<file path="src/hw/rtl/pee_pkg.sv">
// ----------------------------------------------------------------------------
// Periodic ease envelope package
// Shared widths, register indexes, curve codes and sine coefficients.
// ----------------------------------------------------------------------------
`default_nettype none

package pee_pkg;

   // Default values of the top-level parameters.
   localparam int TIME_WIDTH_DEFAULT    = 32;
   localparam int FRACTION_BITS_DEFAULT = 16;

   // Register and field widths.
   localparam int LEN_WIDTH       = 24;
   localparam int START_WIDTH     = 32;
   localparam int CURVE_WIDTH     = 3;
   localparam int LEVEL_WIDTH     = 17;
   localparam int LEVEL_FRACTION  = 16;
   localparam int CSR_INDEX_WIDTH = 3;
   localparam int CSR_DATA_WIDTH  = 32;

   // Register indexes on the configuration port.
   localparam logic [CSR_INDEX_WIDTH-1:0] CSR_PERIOD_LENGTH   = 3'd0;
   localparam logic [CSR_INDEX_WIDTH-1:0] CSR_START_TIME      = 3'd1;
   localparam logic [CSR_INDEX_WIDTH-1:0] CSR_FADE_IN_LENGTH  = 3'd2;
   localparam logic [CSR_INDEX_WIDTH-1:0] CSR_FADE_IN_CURVE   = 3'd3;
   localparam logic [CSR_INDEX_WIDTH-1:0] CSR_FADE_OUT_LENGTH = 3'd4;
   localparam logic [CSR_INDEX_WIDTH-1:0] CSR_FADE_OUT_CURVE  = 3'd5;

   // Curve codes.
   localparam logic [CURVE_WIDTH-1:0] CURVE_NONE       = 3'd0;
   localparam logic [CURVE_WIDTH-1:0] CURVE_LINEAR     = 3'd1;
   localparam logic [CURVE_WIDTH-1:0] CURVE_SQRT       = 3'd2;
   localparam logic [CURVE_WIDTH-1:0] CURVE_SQUARE     = 3'd3;
   localparam logic [CURVE_WIDTH-1:0] CURVE_SINE_INOUT = 3'd4;
   localparam logic [CURVE_WIDTH-1:0] CURVE_SINE_IN    = 3'd5;
   localparam logic [CURVE_WIDTH-1:0] CURVE_SINE_OUT   = 3'd6;

   // Reset values of the registers.
   localparam logic [LEN_WIDTH-1:0]   RESET_PERIOD_LENGTH = 24'd2000;
   localparam logic [START_WIDTH-1:0] RESET_START_TIME    = 32'd0;
   localparam logic [LEN_WIDTH-1:0]   RESET_FADE_LENGTH   = 24'd1000;
   localparam logic [CURVE_WIDTH-1:0] RESET_CURVE         = CURVE_LINEAR;

   // Sine polynomial in unsigned Q30 Horner form.
   localparam int Q_BITS     = 30;
   localparam int QW         = Q_BITS + 1;
   localparam int COEF_WIDTH = 32;
   localparam logic [COEF_WIDTH-1:0] SINE_C9 = 32'd172272;
   localparam logic [COEF_WIDTH-1:0] SINE_COEF [4] = '{
      32'd5026995, 32'd85569306, 32'd693598668, 32'd1686629713
   };

endpackage

`default_nettype wire

</file>
<file path="src/hw/rtl/pee_mod_cell.sv">
// ----------------------------------------------------------------------------
// Phase remainder cell
// One restoring step of the time-difference modulo: takes the next magnitude
// bit into the partial remainder and subtracts the period when it fits.
// ----------------------------------------------------------------------------
`default_nettype none

module pee_mod_cell #(
   parameter int TIME_WIDTH = pee_pkg::TIME_WIDTH_DEFAULT
) (
   input  logic                           clock,
   input  logic                           reset,
   input  logic [pee_pkg::LEN_WIDTH-1:0]  period,
   input  logic                           in_valid,
   input  logic                           in_neg,
   input  logic [TIME_WIDTH-1:0]          in_mag,
   input  logic [pee_pkg::LEN_WIDTH-1:0]  in_rem,
   output logic                           out_valid,
   output logic                           out_neg,
   output logic [TIME_WIDTH-1:0]          out_mag,
   output logic [pee_pkg::LEN_WIDTH-1:0]  out_rem
);
   import pee_pkg::*;

   logic                  valid_ff;
   logic                  neg_ff;
   logic [TIME_WIDTH-1:0] mag_ff;
   logic [LEN_WIDTH-1:0]  rem_ff;
   logic [LEN_WIDTH-1:0]  rem_in;
   logic [LEN_WIDTH:0]    shifted;

   // Bring in the top magnitude bit and reduce by the period.
   always_comb begin
      shifted = {in_rem, in_mag[TIME_WIDTH-1]};
      if (shifted >= {1'b0, period}) begin
         rem_in = LEN_WIDTH'(shifted - {1'b0, period});
      end else begin
         rem_in = shifted[LEN_WIDTH-1:0];
      end
   end

   always_ff @(posedge clock) begin
      if (reset) begin
         valid_ff <= 1'b0;
      end else begin
         valid_ff <= in_valid;
      end
      neg_ff <= in_neg;
      mag_ff <= in_mag << 1;
      rem_ff <= rem_in;
   end

   assign out_valid = valid_ff;
   assign out_neg   = neg_ff;
   assign out_mag   = mag_ff;
   assign out_rem   = rem_ff;

endmodule

`default_nettype wire

</file>
<file path="config.mk">
export PLATFORM = sky130hd
export DESIGN_NAME = pee_mod_cell
export DESIGN_NICKNAME = d
export VERILOG_FILES = /design/src/hw/rtl/pee_pkg.sv /design/src/hw/rtl/pee_mod_cell.sv
export SDC_FILE = /design/constraint.sdc
export NUM_CORES = 1
export LEC_CHECK = 0
export ABC_AREA = 1
export BUFFER_PORTS_ARGS = -buffer_cell sky130_fd_sc_hd__buf_2
export CAP_MARGIN = 25
export CORE_MARGIN = 2
export CORE_UTILIZATION = 40
export CTS_CLUSTER_SIZE = 28
export DETAILED_ROUTE_END_ITERATION = 8
export PLACE_DENSITY = 0.75
export SYNTH_ARGS = -nofsm -noshare
export SYNTH_HDL_FRONTEND = slang
export SYNTH_SLANG_ARGS = --single-unit
</file>
<file path="constraint.sdc">
create_clock -name clock -period 1.9 [get_ports clock]
set_input_delay 0.285 -clock clock [delete_from_list [all_inputs] [get_ports clock]]
set_output_delay 0.285 -clock clock [all_outputs]
set_load 0.03 [all_outputs]
</file>
==> run summary <==
Status: completed
H-tree depth: 3
Worst path slowest cell: ha_1
Comb pwr share: 0.341
Hold wc startpoint: in_mag[18]
Placed insts: 828
Total power: 3.83 mW
Initial antenna violation count: 0
First-pass GRT wire length: 16,800 um
CTS Sinks: 57
Drt via density: 4.58
Deepest clock path buffer count: 2
Die span in y: 97.6 um
WP data required: 2.20 ns
Power per cell area: 791 nW/um^2
Worst vdd ir: 0.297 mV
Min Tclk post-route: 1.73 ns
Drt pass-1 iters: 5
Die ar.: 9520 um^2
Hpwl dp: 8370 um
Sequential-to-total area share from yosys stat: 0.326
Synth async-reset ratio: 0
Core Rows: 34
Post-DR wirelength/cell: 12.2 um
Number of global-route vias before repair: 3,794
Chip width: 97.6 um
Adder-cell share of the synthesized area: 0.0915
Antenna fix cells: 0
Synthesized Nets: 655
Worst Path Max Fanout: 19
Resize count post-CTS: 0
DP Worst Slack: -0.182 ns
Net switching power: 1.41 mW
Xor/xnor cell area share of the yosys netlist: 0.0275
Post-synth cell types: 28
Net Sw Frac: 0.368
Overflow after GRT: 0
DR iter-0 viols: 172
Final #Nets: 840
Internal: 2.42 mW
Synth Area per Inst: 6.41 um^2
Most used DFF post-synth: dfxtp_1
Startpoint types: input pin
DRC viols: 0
HP Class: input pin to flop
Finished Core Util: 0.563
# IOs: 142
Synth area leaders: dfxtp_1, nand2_1, inv_1
Setup CP Type: input pin to flop
GRT Util Overall: 0.219
Layout cells sized above 1: 0.291
Synth warn: 0
Setup bufs post-CTS: 0
Cell type with the largest total area after synthesis: dfxtp_1
Largest net degree at the start of global routing: 22
Worst-path cell chain: buf_2 -> inv_1 -> ha_1 -> nand2_1 -> inv_1 -> nand2_1 -> nand2_1 -> inv_1 -> nand2_1 -> a21oi_4 -> buf_4 -> nand4_1 -> nand2_1
CTS tree: yes
Clock power share: 0.305
Compound-Gate Fraction of Synth Area: 0.0196
Initial core utilization: 0.408
Most frequent CP cell: nand2_1
Final Cycle Share: 0.909
Crit path arrival time: 2.03 ns
CP startpoint: period[16]
Final Hold Viols: 0
Multiplexer share of the synthesized area: 0
Critical Path Max Stage Delay: 0.35 ns
Crit path max-delay family: simple AND/OR/NAND/NOR gates
Final setup viols: 0
Area growth syn-to-layout: 38.2%
Cells after Synth: 546
Buffers on Ports: 140
Largest family of logic cells by synthesized area: simple AND/OR/NAND/NOR gates
Most instantiated cells after synthesis: nand2_1, inv_1, dfxtp_1
RSZ-0062 raised after global routing: no
Post-Synthesis Cell Area: 3500 um^2
Clk Tree Root Cell: clkbuf_8
Top-area cell type share of the netlist area: 0.326
ANT nets after route: 0
Area of the core: 8590 um^2
Simple-Gate Fraction of Synth Area: 0.392
Post-synth EDFFs: 0
Max Fclk: 579 MHz
Fill cells: 855
CP Buf/Inv Count: 5
Reg power frac: 0.354
Cts hold-fix bufs: 0
Final-report max-slew violation count: 0
Dominant cell by count in the synthesized netlist: nand2_1
WHS: 0.0345 ns
Vias: 3,867
CTS Buf Count: 9
Max Cap Viol: 0
GPL Wtd Cong: 0.952
Setup WS post-layout: 0.173 ns
Worst Hold Depth: 1
Endpoint class of the critical path: flop
WL final: 10,300 um
Leakage: 2.98 nW
Clock transition at the registers of the reported paths: 0.08 ns
Post-Layout Cell Count: 844
Yosys reg bits: 57
Hold Path End: out_mag[19]
==> cell usage in the layout, fill, tap and decap left out <==
master / n
nor2_2: 3
nor3_4: 1
xor2_1: 11
nand3_1: 21
nand4_1: 31
clkbuf_8: 9
buf_4: 40
nor3_1: 1
nor2_4: 1
nand3_4: 2
and2_1: 1
nand2_1: 219
buf_2: 140
o21a_1: 1
clkinv_2: 1
inv_2: 3
inv_1: 114
nand3b_1: 2
inv_6: 2
nor4_2: 1
nand3_2: 1
bufinv_16: 1
fa_1: 1
nand2_2: 1
buf_12: 3
clkinv_4: 2
dfxtp_1: 57
or2_2: 1
a21oi_4: 1
conb_1: 1
clkinvlp_4: 1
ha_1: 24
nor2_1: 29
a21oi_1: 9
==> cell type report <==
cell class / instances / area [um^2] / share of cell area
clock buffers: 9 / 124 / 0.0256
well taps: 108 / 135 / 0.0279
clock inverters: 7 / 77.6 / 0.0160
inverters: 117 / 439 / 0.0907
flip-flops and latches: 57 / 1140 / 0.236
repair buffers: 183 / 1060 / 0.219
multi-input cells: 363 / 1860 / 0.385
==> power groups by stage <==
stage	registers, mW	clock network, mW	logic [mW]
final	1.36	1.17	1.30
after global routing	1.37	1.25	1.43
after CTS	1.36	1.21	1.30
after detailed placement	1.38	0	1.30
after global placement	1.39	0	1.28
after floorplan	1.66	0	0.555
==> worst max-delay path by stage <==
stage / end / cells after the start / slack, ns
3_3_place_gp: out_rem[16] / 13 / -0.20
2_1_floorplan: out_rem[18] / 13 / 0.17
3_5_place_dp: out_rem[16] / 13 / -0.18
6_report: out_rem[16] / 13 / 0.17
5_1_grt: out_rem[21] / 13 / 0.02
4_1_cts: out_rem[16] / 13 / 0.18
==> registers in the layout (all words and copies together), names as in the netlist <==
register   cells
out_valid      1
out_rem       24
out_neg        1
out_mag       31
==> metal layers <==
metal / share of wire / global-route usage
met5: 0 / 0
met4: 0.021 / 0.0887
met3: 0.072 / 0.0532
met2: 0.47 / 0.385
met1: 0.43 / 0.253
==> metrics by stage <==
stage,instance area [um^2],TNS [ns]
after floorplan,3500,0
after global placement,4640,-3.08
after detailed placement,4640,-3.07
after CTS,4840,0
after global routing,4840,0
final,4840,0
==> cell families after synthesis <==
kind of cell / count (synthesis)
AND/OR/NAND/NOR: 315
buffers and inverters: 126
flip-flops: 57
adder cells (fa/ha/maj): 25
AO/OA/AOI/OAI: 11
XOR/XNOR: 11
other: 1
Note: power is estimated with default switching activity, not from simulation.
