File: config.mk
export PLATFORM = sky130hd
export DESIGN_NAME = pee_div_cell
export DESIGN_NICKNAME = d
export VERILOG_FILES = /design/src/hw/rtl/pee_pkg.sv /design/src/hw/rtl/pee_div_cell.sv
export SDC_FILE = /design/constraint.sdc
export NUM_CORES = 1
export LEC_CHECK = 0
export ABC_CLOCK_PERIOD_IN_PS = 2500
export BUFFER_PORTS_ARGS = -buffer_cell sky130_fd_sc_hd__buf_4
export CAP_MARGIN = 10
export CORE_MARGIN = 5
export CORE_UTILIZATION = 40
export CTS_CLUSTER_DIAMETER = 80
export DETAILED_ROUTE_END_ITERATION = 7
export PLACE_DENSITY = 0.71
export SLEW_MARGIN = 30
export SYNTH_ARGS = -nofsm -noshare
export SYNTH_HDL_FRONTEND = slang
export SYNTH_SLANG_ARGS = --single-unit
File: constraint.sdc
create_clock -name clock -period 2.5 [get_ports clock]
set_clock_uncertainty 0.2 [all_clocks]
set_input_delay 0.125 -clock clock [delete_from_list [all_inputs] [get_ports clock]]
set_output_delay 0.125 -clock clock [all_outputs]
set_load 0.03 [all_outputs]
File: src/hw/rtl/pee_pkg.sv
// ----------------------------------------------------------------------------
// Periodic ease envelope package
// Shared widths, register indexes, curve codes and sine coefficients.
// ----------------------------------------------------------------------------
`default_nettype none

package pee_pkg;

   // Default values of the top-level parameters.
   localparam int TIME_WIDTH_DEFAULT    = 32;
   localparam int FRACTION_BITS_DEFAULT = 16;

   // Register and field widths.
   localparam int LEN_WIDTH       = 24;
   localparam int START_WIDTH     = 32;
   localparam int CURVE_WIDTH     = 3;
   localparam int LEVEL_WIDTH     = 17;
   localparam int LEVEL_FRACTION  = 16;
   localparam int CSR_INDEX_WIDTH = 3;
   localparam int CSR_DATA_WIDTH  = 32;

   // Register indexes on the configuration port.
   localparam logic [CSR_INDEX_WIDTH-1:0] CSR_PERIOD_LENGTH   = 3'd0;
   localparam logic [CSR_INDEX_WIDTH-1:0] CSR_START_TIME      = 3'd1;
   localparam logic [CSR_INDEX_WIDTH-1:0] CSR_FADE_IN_LENGTH  = 3'd2;
   localparam logic [CSR_INDEX_WIDTH-1:0] CSR_FADE_IN_CURVE   = 3'd3;
   localparam logic [CSR_INDEX_WIDTH-1:0] CSR_FADE_OUT_LENGTH = 3'd4;
   localparam logic [CSR_INDEX_WIDTH-1:0] CSR_FADE_OUT_CURVE  = 3'd5;

   // Curve codes.
   localparam logic [CURVE_WIDTH-1:0] CURVE_NONE       = 3'd0;
   localparam logic [CURVE_WIDTH-1:0] CURVE_LINEAR     = 3'd1;
   localparam logic [CURVE_WIDTH-1:0] CURVE_SQRT       = 3'd2;
   localparam logic [CURVE_WIDTH-1:0] CURVE_SQUARE     = 3'd3;
   localparam logic [CURVE_WIDTH-1:0] CURVE_SINE_INOUT = 3'd4;
   localparam logic [CURVE_WIDTH-1:0] CURVE_SINE_IN    = 3'd5;
   localparam logic [CURVE_WIDTH-1:0] CURVE_SINE_OUT   = 3'd6;

   // Reset values of the registers.
   localparam logic [LEN_WIDTH-1:0]   RESET_PERIOD_LENGTH = 24'd2000;
   localparam logic [START_WIDTH-1:0] RESET_START_TIME    = 32'd0;
   localparam logic [LEN_WIDTH-1:0]   RESET_FADE_LENGTH   = 24'd1000;
   localparam logic [CURVE_WIDTH-1:0] RESET_CURVE         = CURVE_LINEAR;

   // Sine polynomial in unsigned Q30 Horner form.
   localparam int Q_BITS     = 30;
   localparam int QW         = Q_BITS + 1;
   localparam int COEF_WIDTH = 32;
   localparam logic [COEF_WIDTH-1:0] SINE_C9 = 32'd172272;
   localparam logic [COEF_WIDTH-1:0] SINE_COEF [4] = '{
      32'd5026995, 32'd85569306, 32'd693598668, 32'd1686629713
   };

endpackage

`default_nettype wire

File: src/hw/rtl/pee_div_cell.sv
// ----------------------------------------------------------------------------
// Ramp argument divider cell
// One restoring quotient bit for both the fade-in and fade-out arguments.
// ----------------------------------------------------------------------------
`default_nettype none

module pee_div_cell #(
   parameter int FRACTION_BITS = pee_pkg::FRACTION_BITS_DEFAULT
) (
   input  logic                          clock,
   input  logic                          reset,
   input  logic [pee_pkg::LEN_WIDTH-1:0] fi_len,
   input  logic [pee_pkg::LEN_WIDTH-1:0] fo_len,
   input  logic                          in_valid,
   input  logic [pee_pkg::LEN_WIDTH-1:0] in_fi_rem,
   input  logic [FRACTION_BITS-1:0]      in_fi_quo,
   input  logic                          in_fi_sat,
   input  logic [pee_pkg::LEN_WIDTH-1:0] in_fo_rem,
   input  logic [FRACTION_BITS-1:0]      in_fo_quo,
   input  logic                          in_fo_sat,
   output logic                          out_valid,
   output logic [pee_pkg::LEN_WIDTH-1:0] out_fi_rem,
   output logic [FRACTION_BITS-1:0]      out_fi_quo,
   output logic                          out_fi_sat,
   output logic [pee_pkg::LEN_WIDTH-1:0] out_fo_rem,
   output logic [FRACTION_BITS-1:0]      out_fo_quo,
   output logic                          out_fo_sat
);
   import pee_pkg::*;

   logic                     valid_ff;
   logic [LEN_WIDTH-1:0]     fi_rem_ff, fo_rem_ff;
   logic [FRACTION_BITS-1:0] fi_quo_ff, fo_quo_ff;
   logic                     fi_sat_ff, fo_sat_ff;
   logic [LEN_WIDTH-1:0]     fi_rem_in, fo_rem_in;
   logic [LEN_WIDTH:0]       fi_shift, fo_shift;
   logic                     fi_ge, fo_ge;

   // Fade-in lane: double the remainder and try the length.
   always_comb begin
      fi_shift = {in_fi_rem, 1'b0};
      fi_ge    = fi_shift >= {1'b0, fi_len};
      if (fi_ge) begin
         fi_rem_in = LEN_WIDTH'(fi_shift - {1'b0, fi_len});
      end else begin
         fi_rem_in = fi_shift[LEN_WIDTH-1:0];
      end
   end

   // Fade-out lane: the same step on its own length.
   always_comb begin
      fo_shift = {in_fo_rem, 1'b0};
      fo_ge    = fo_shift >= {1'b0, fo_len};
      if (fo_ge) begin
         fo_rem_in = LEN_WIDTH'(fo_shift - {1'b0, fo_len});
      end else begin
         fo_rem_in = fo_shift[LEN_WIDTH-1:0];
      end
   end

   always_ff @(posedge clock) begin
      if (reset) begin
         valid_ff <= 1'b0;
      end else begin
         valid_ff <= in_valid;
      end
      fi_rem_ff <= fi_rem_in;
      fo_rem_ff <= fo_rem_in;
      fi_quo_ff <= {in_fi_quo[FRACTION_BITS-2:0], fi_ge};
      fo_quo_ff <= {in_fo_quo[FRACTION_BITS-2:0], fo_ge};
      fi_sat_ff <= in_fi_sat;
      fo_sat_ff <= in_fo_sat;
   end

   assign out_valid  = valid_ff;
   assign out_fi_rem = fi_rem_ff;
   assign out_fi_quo = fi_quo_ff;
   assign out_fi_sat = fi_sat_ff;
   assign out_fo_rem = fo_rem_ff;
   assign out_fo_quo = fo_quo_ff;
   assign out_fo_sat = fo_sat_ff;

endmodule

`default_nettype wire

==> impl_metrics.yaml <==
critical_path:
  critical_path_class: "input pin to flip-flop"
  critPathRequiredTime_ps: 2540
  cp_max_fo: 5
  cp-end-kind: "flip-flop"
  start_kind: "input pin"
  cp.arrival_ps: 2520
yosys:
  yosysMostFrequentCell: "dfxtp_1"
  avgSynthCellArea_um2: 9.20
  ys.flop_type: "dfxtp_1"
  synth_warnings: 0
  syn-cell-area_um2: 5130
  netlist_top_cells_area: "dfxtp_1, ha_1, mux2_4"
  ys_seq_elements: 83
  synth_commonest_cells: "dfxtp_1, inv_1, ha_1"
  synthCells: 558
  synth_edf_count: 0
  async_reset_ff_frac: 0
  ys_seq_area_frac: 0.324
  ys_types: 61
  syn_nets: 741
  yosysTopAreaCell: "dfxtp_1"
  synth_top_area_share: 0.324
timing:
  timing.final.setup_violations: 0
  worst_slack_ps: 25.5
  relSlewSlack: 0.749
  min_period_over_period: 0.990
  period_needed_ps: 2470
  hold_viol_final: 0
  final_max_slew_viol_count: 0
  worst_pin_slew_ps: 367
  clock.fmax_mhz: 404
  whs_ps: 76.0
grt:
  overflow: 0
  grt_pass1_wl_um: 25800
  grt_pass1_vias: 5513
  grt_start_max_net_pins: 22
  antenna_found_initial: 0
  track_usage: 0.213
placed_design:
  pre_cts_ws_ps: -124
  dpl_cell_area_um2: 7250
  dp_hpwl_um: 12400
  io_buffers: 213
  gp_congestion: 0.877
clocking:
  cts_max_level: 3
  cts_root_buf: "clkbuf_16"
  path_clk_slew_ps: 70
  cts.path.max_buffers: 2
  cts_buffers: 9
  cts_tree: "done"
  clkSinkCount: 83
power_and_ir_drop:
  power_density_nw_per_um2: 590
  peakVddDrop_mv: 0.369
  p_leak_nw: 4.35
drt:
  wl_per_cell_um: 15.8
  avgViaCountPerCell: 5.03
  drc_errors: 0
  postRouteAntennaNets: 0
  vias: 5469
  drt-pass1-iter-count: 5
  drt_iter0_drc: 217
  drt-total-wl_um: 17200
final_layout:
  fin_nets: 1093
  drive_above_1_share: 0.384
  stdcell_area_um2: 8620
  n_fill_cell: 965
  areaGrowthSynthToFinish_pct: 67.9
  seq_area_um2: 1660
  multi_input_area_um2: 3270
  diodes: 0
floorplan:
  initial_core_util: 0.407
  die_width_um: 123
  dieHeight_um: 123
  io_pins: 216
  core.rowCount: 41
  die_area_um2: 15200
  core_area_um2: 12600
min_path:
  holdCritPathClass: "input pin to flip-flop"
flow_run:
  cap_viol_max_count: 0
outcome:
  outcome: "completed"
## worst max-delay path, cell delays in order
cell,delay [ps]
dlygate4sd3_1,550
buf_4,160
ha_4,280
buf_4,110
and3_1,190
nand4_1,120
nand2_1,90
a21oi_2,50
o21a_4,250
inv_8,80
buf_12,110
buf_8,120
mux2_4,290
## metal layers
metal | GRT usage | vias to the layer above | wire [um]
li1 | - | 2677 | -
met1 | 0.229 | 2551 | 6460
met2 | 0.394 | 208 | 8980
met3 | 0.0640 | 33 | 1410
met4 | 0.0713 | 0 | 374
met5 | 0 | - | 0
## layout by cell type (no fill, tap or decap), drive strengths merged, types with 7 or more instances in the layout
| cell type | Yosys | layout |
|---|---|---|
| nor2b | 7 | 7 |
| dlygate4sd3 | 0 | 84 |
| mux2 | 29 | 29 |
| a21o | 31 | 31 |
| o21ai | 18 | 18 |
| xnor2 | 25 | 25 |
| nand4 | 7 | 7 |
| ha | 48 | 48 |
| inv | 59 | 63 |
| dfxtp | 83 | 83 |
| o21bai | 8 | 8 |
| buf | 5 | 271 |
| nor2 | 41 | 41 |
| nand3 | 13 | 13 |
| nand2 | 26 | 26 |
| a21oi | 46 | 46 |
| clkbuf | 10 | 10 |
| xor2 | 13 | 13 |
| o21a | 10 | 10 |
## per-stage QoR
step           std cells  power, mW  utilization  setup TNS (ps)
3_5_place_dp         977       3.60        0.574           -2180
6_report            1087       5.09        0.683               0
5_1_grt             1087       5.34        0.683            -459
4_1_cts             1077       5.04        0.663               0
2_1_floorplan        558       2.84            -               0
3_3_place_gp         977       3.57        0.574           -1190
## where the power goes
| group | internal (mW) | switching (mW) |
|---|---|---|
| Sequential | 1.52 | 0.0618 |
| Clock | 0.691 | 0.614 |
| Combinational | 1.08 | 1.12 |
## logic make-up (layout without fill, tap and decap cells)
group | after synthesis | count (layout) | synth area share
DFF | 83 | 83 | 0.324
AOI/OAI and AO/OA | 158 | 158 | 0.218
and+or+nand+nor | 123 | 123 | 0.115
muxes | 32 | 32 | 0.0885
adders and majority gates | 50 | 50 | 0.125
xor gates and xnor gates | 38 | 38 | 0.0648
buffers and inverters | 74 | 431 | 0.0653
## repair_timing
item                       in CTS  in global routing
buffers inserted                0                 10
setup endpoints to repair       0                 38
hold endpoints to repair       80                  1
resized for setup               0                 30
hold buffers                   84                  1
## flip-flops by register name, indices dropped and copies added (netlist names)
| name | cells |
|---|---|
| out_fi_quo | 16 |
| out_fi_rem | 24 |
| out_fi_sat | 1 |
| out_fo_quo | 16 |
| out_fo_rem | 24 |
| out_fo_sat | 1 |
| out_valid | 1 |
## final timing paths
| check | start | depth (start not counted) | slack (ps) | to |
|---|---|---|---|---|
| worst max-delay path | in_fo_rem[11] | 13 | 30 | out_fo_rem[22]$_DFF_P_ |
| worst min-delay path | in_fi_rem[20] | 4 | 80 | out_fi_rem[21]$_DFF_P_ |
## final cells by class
class	instances	share of cell area
clock buffers	9	0.0261
clock inverters	7	0.00682
inverters	59	0.0266
multi-input cells	401	0.380
flip-flops and latches	83	0.193
well taps	172	0.0250
repair buffers	356	0.343
No activity file was read; power rests on OpenSTA's default activity.
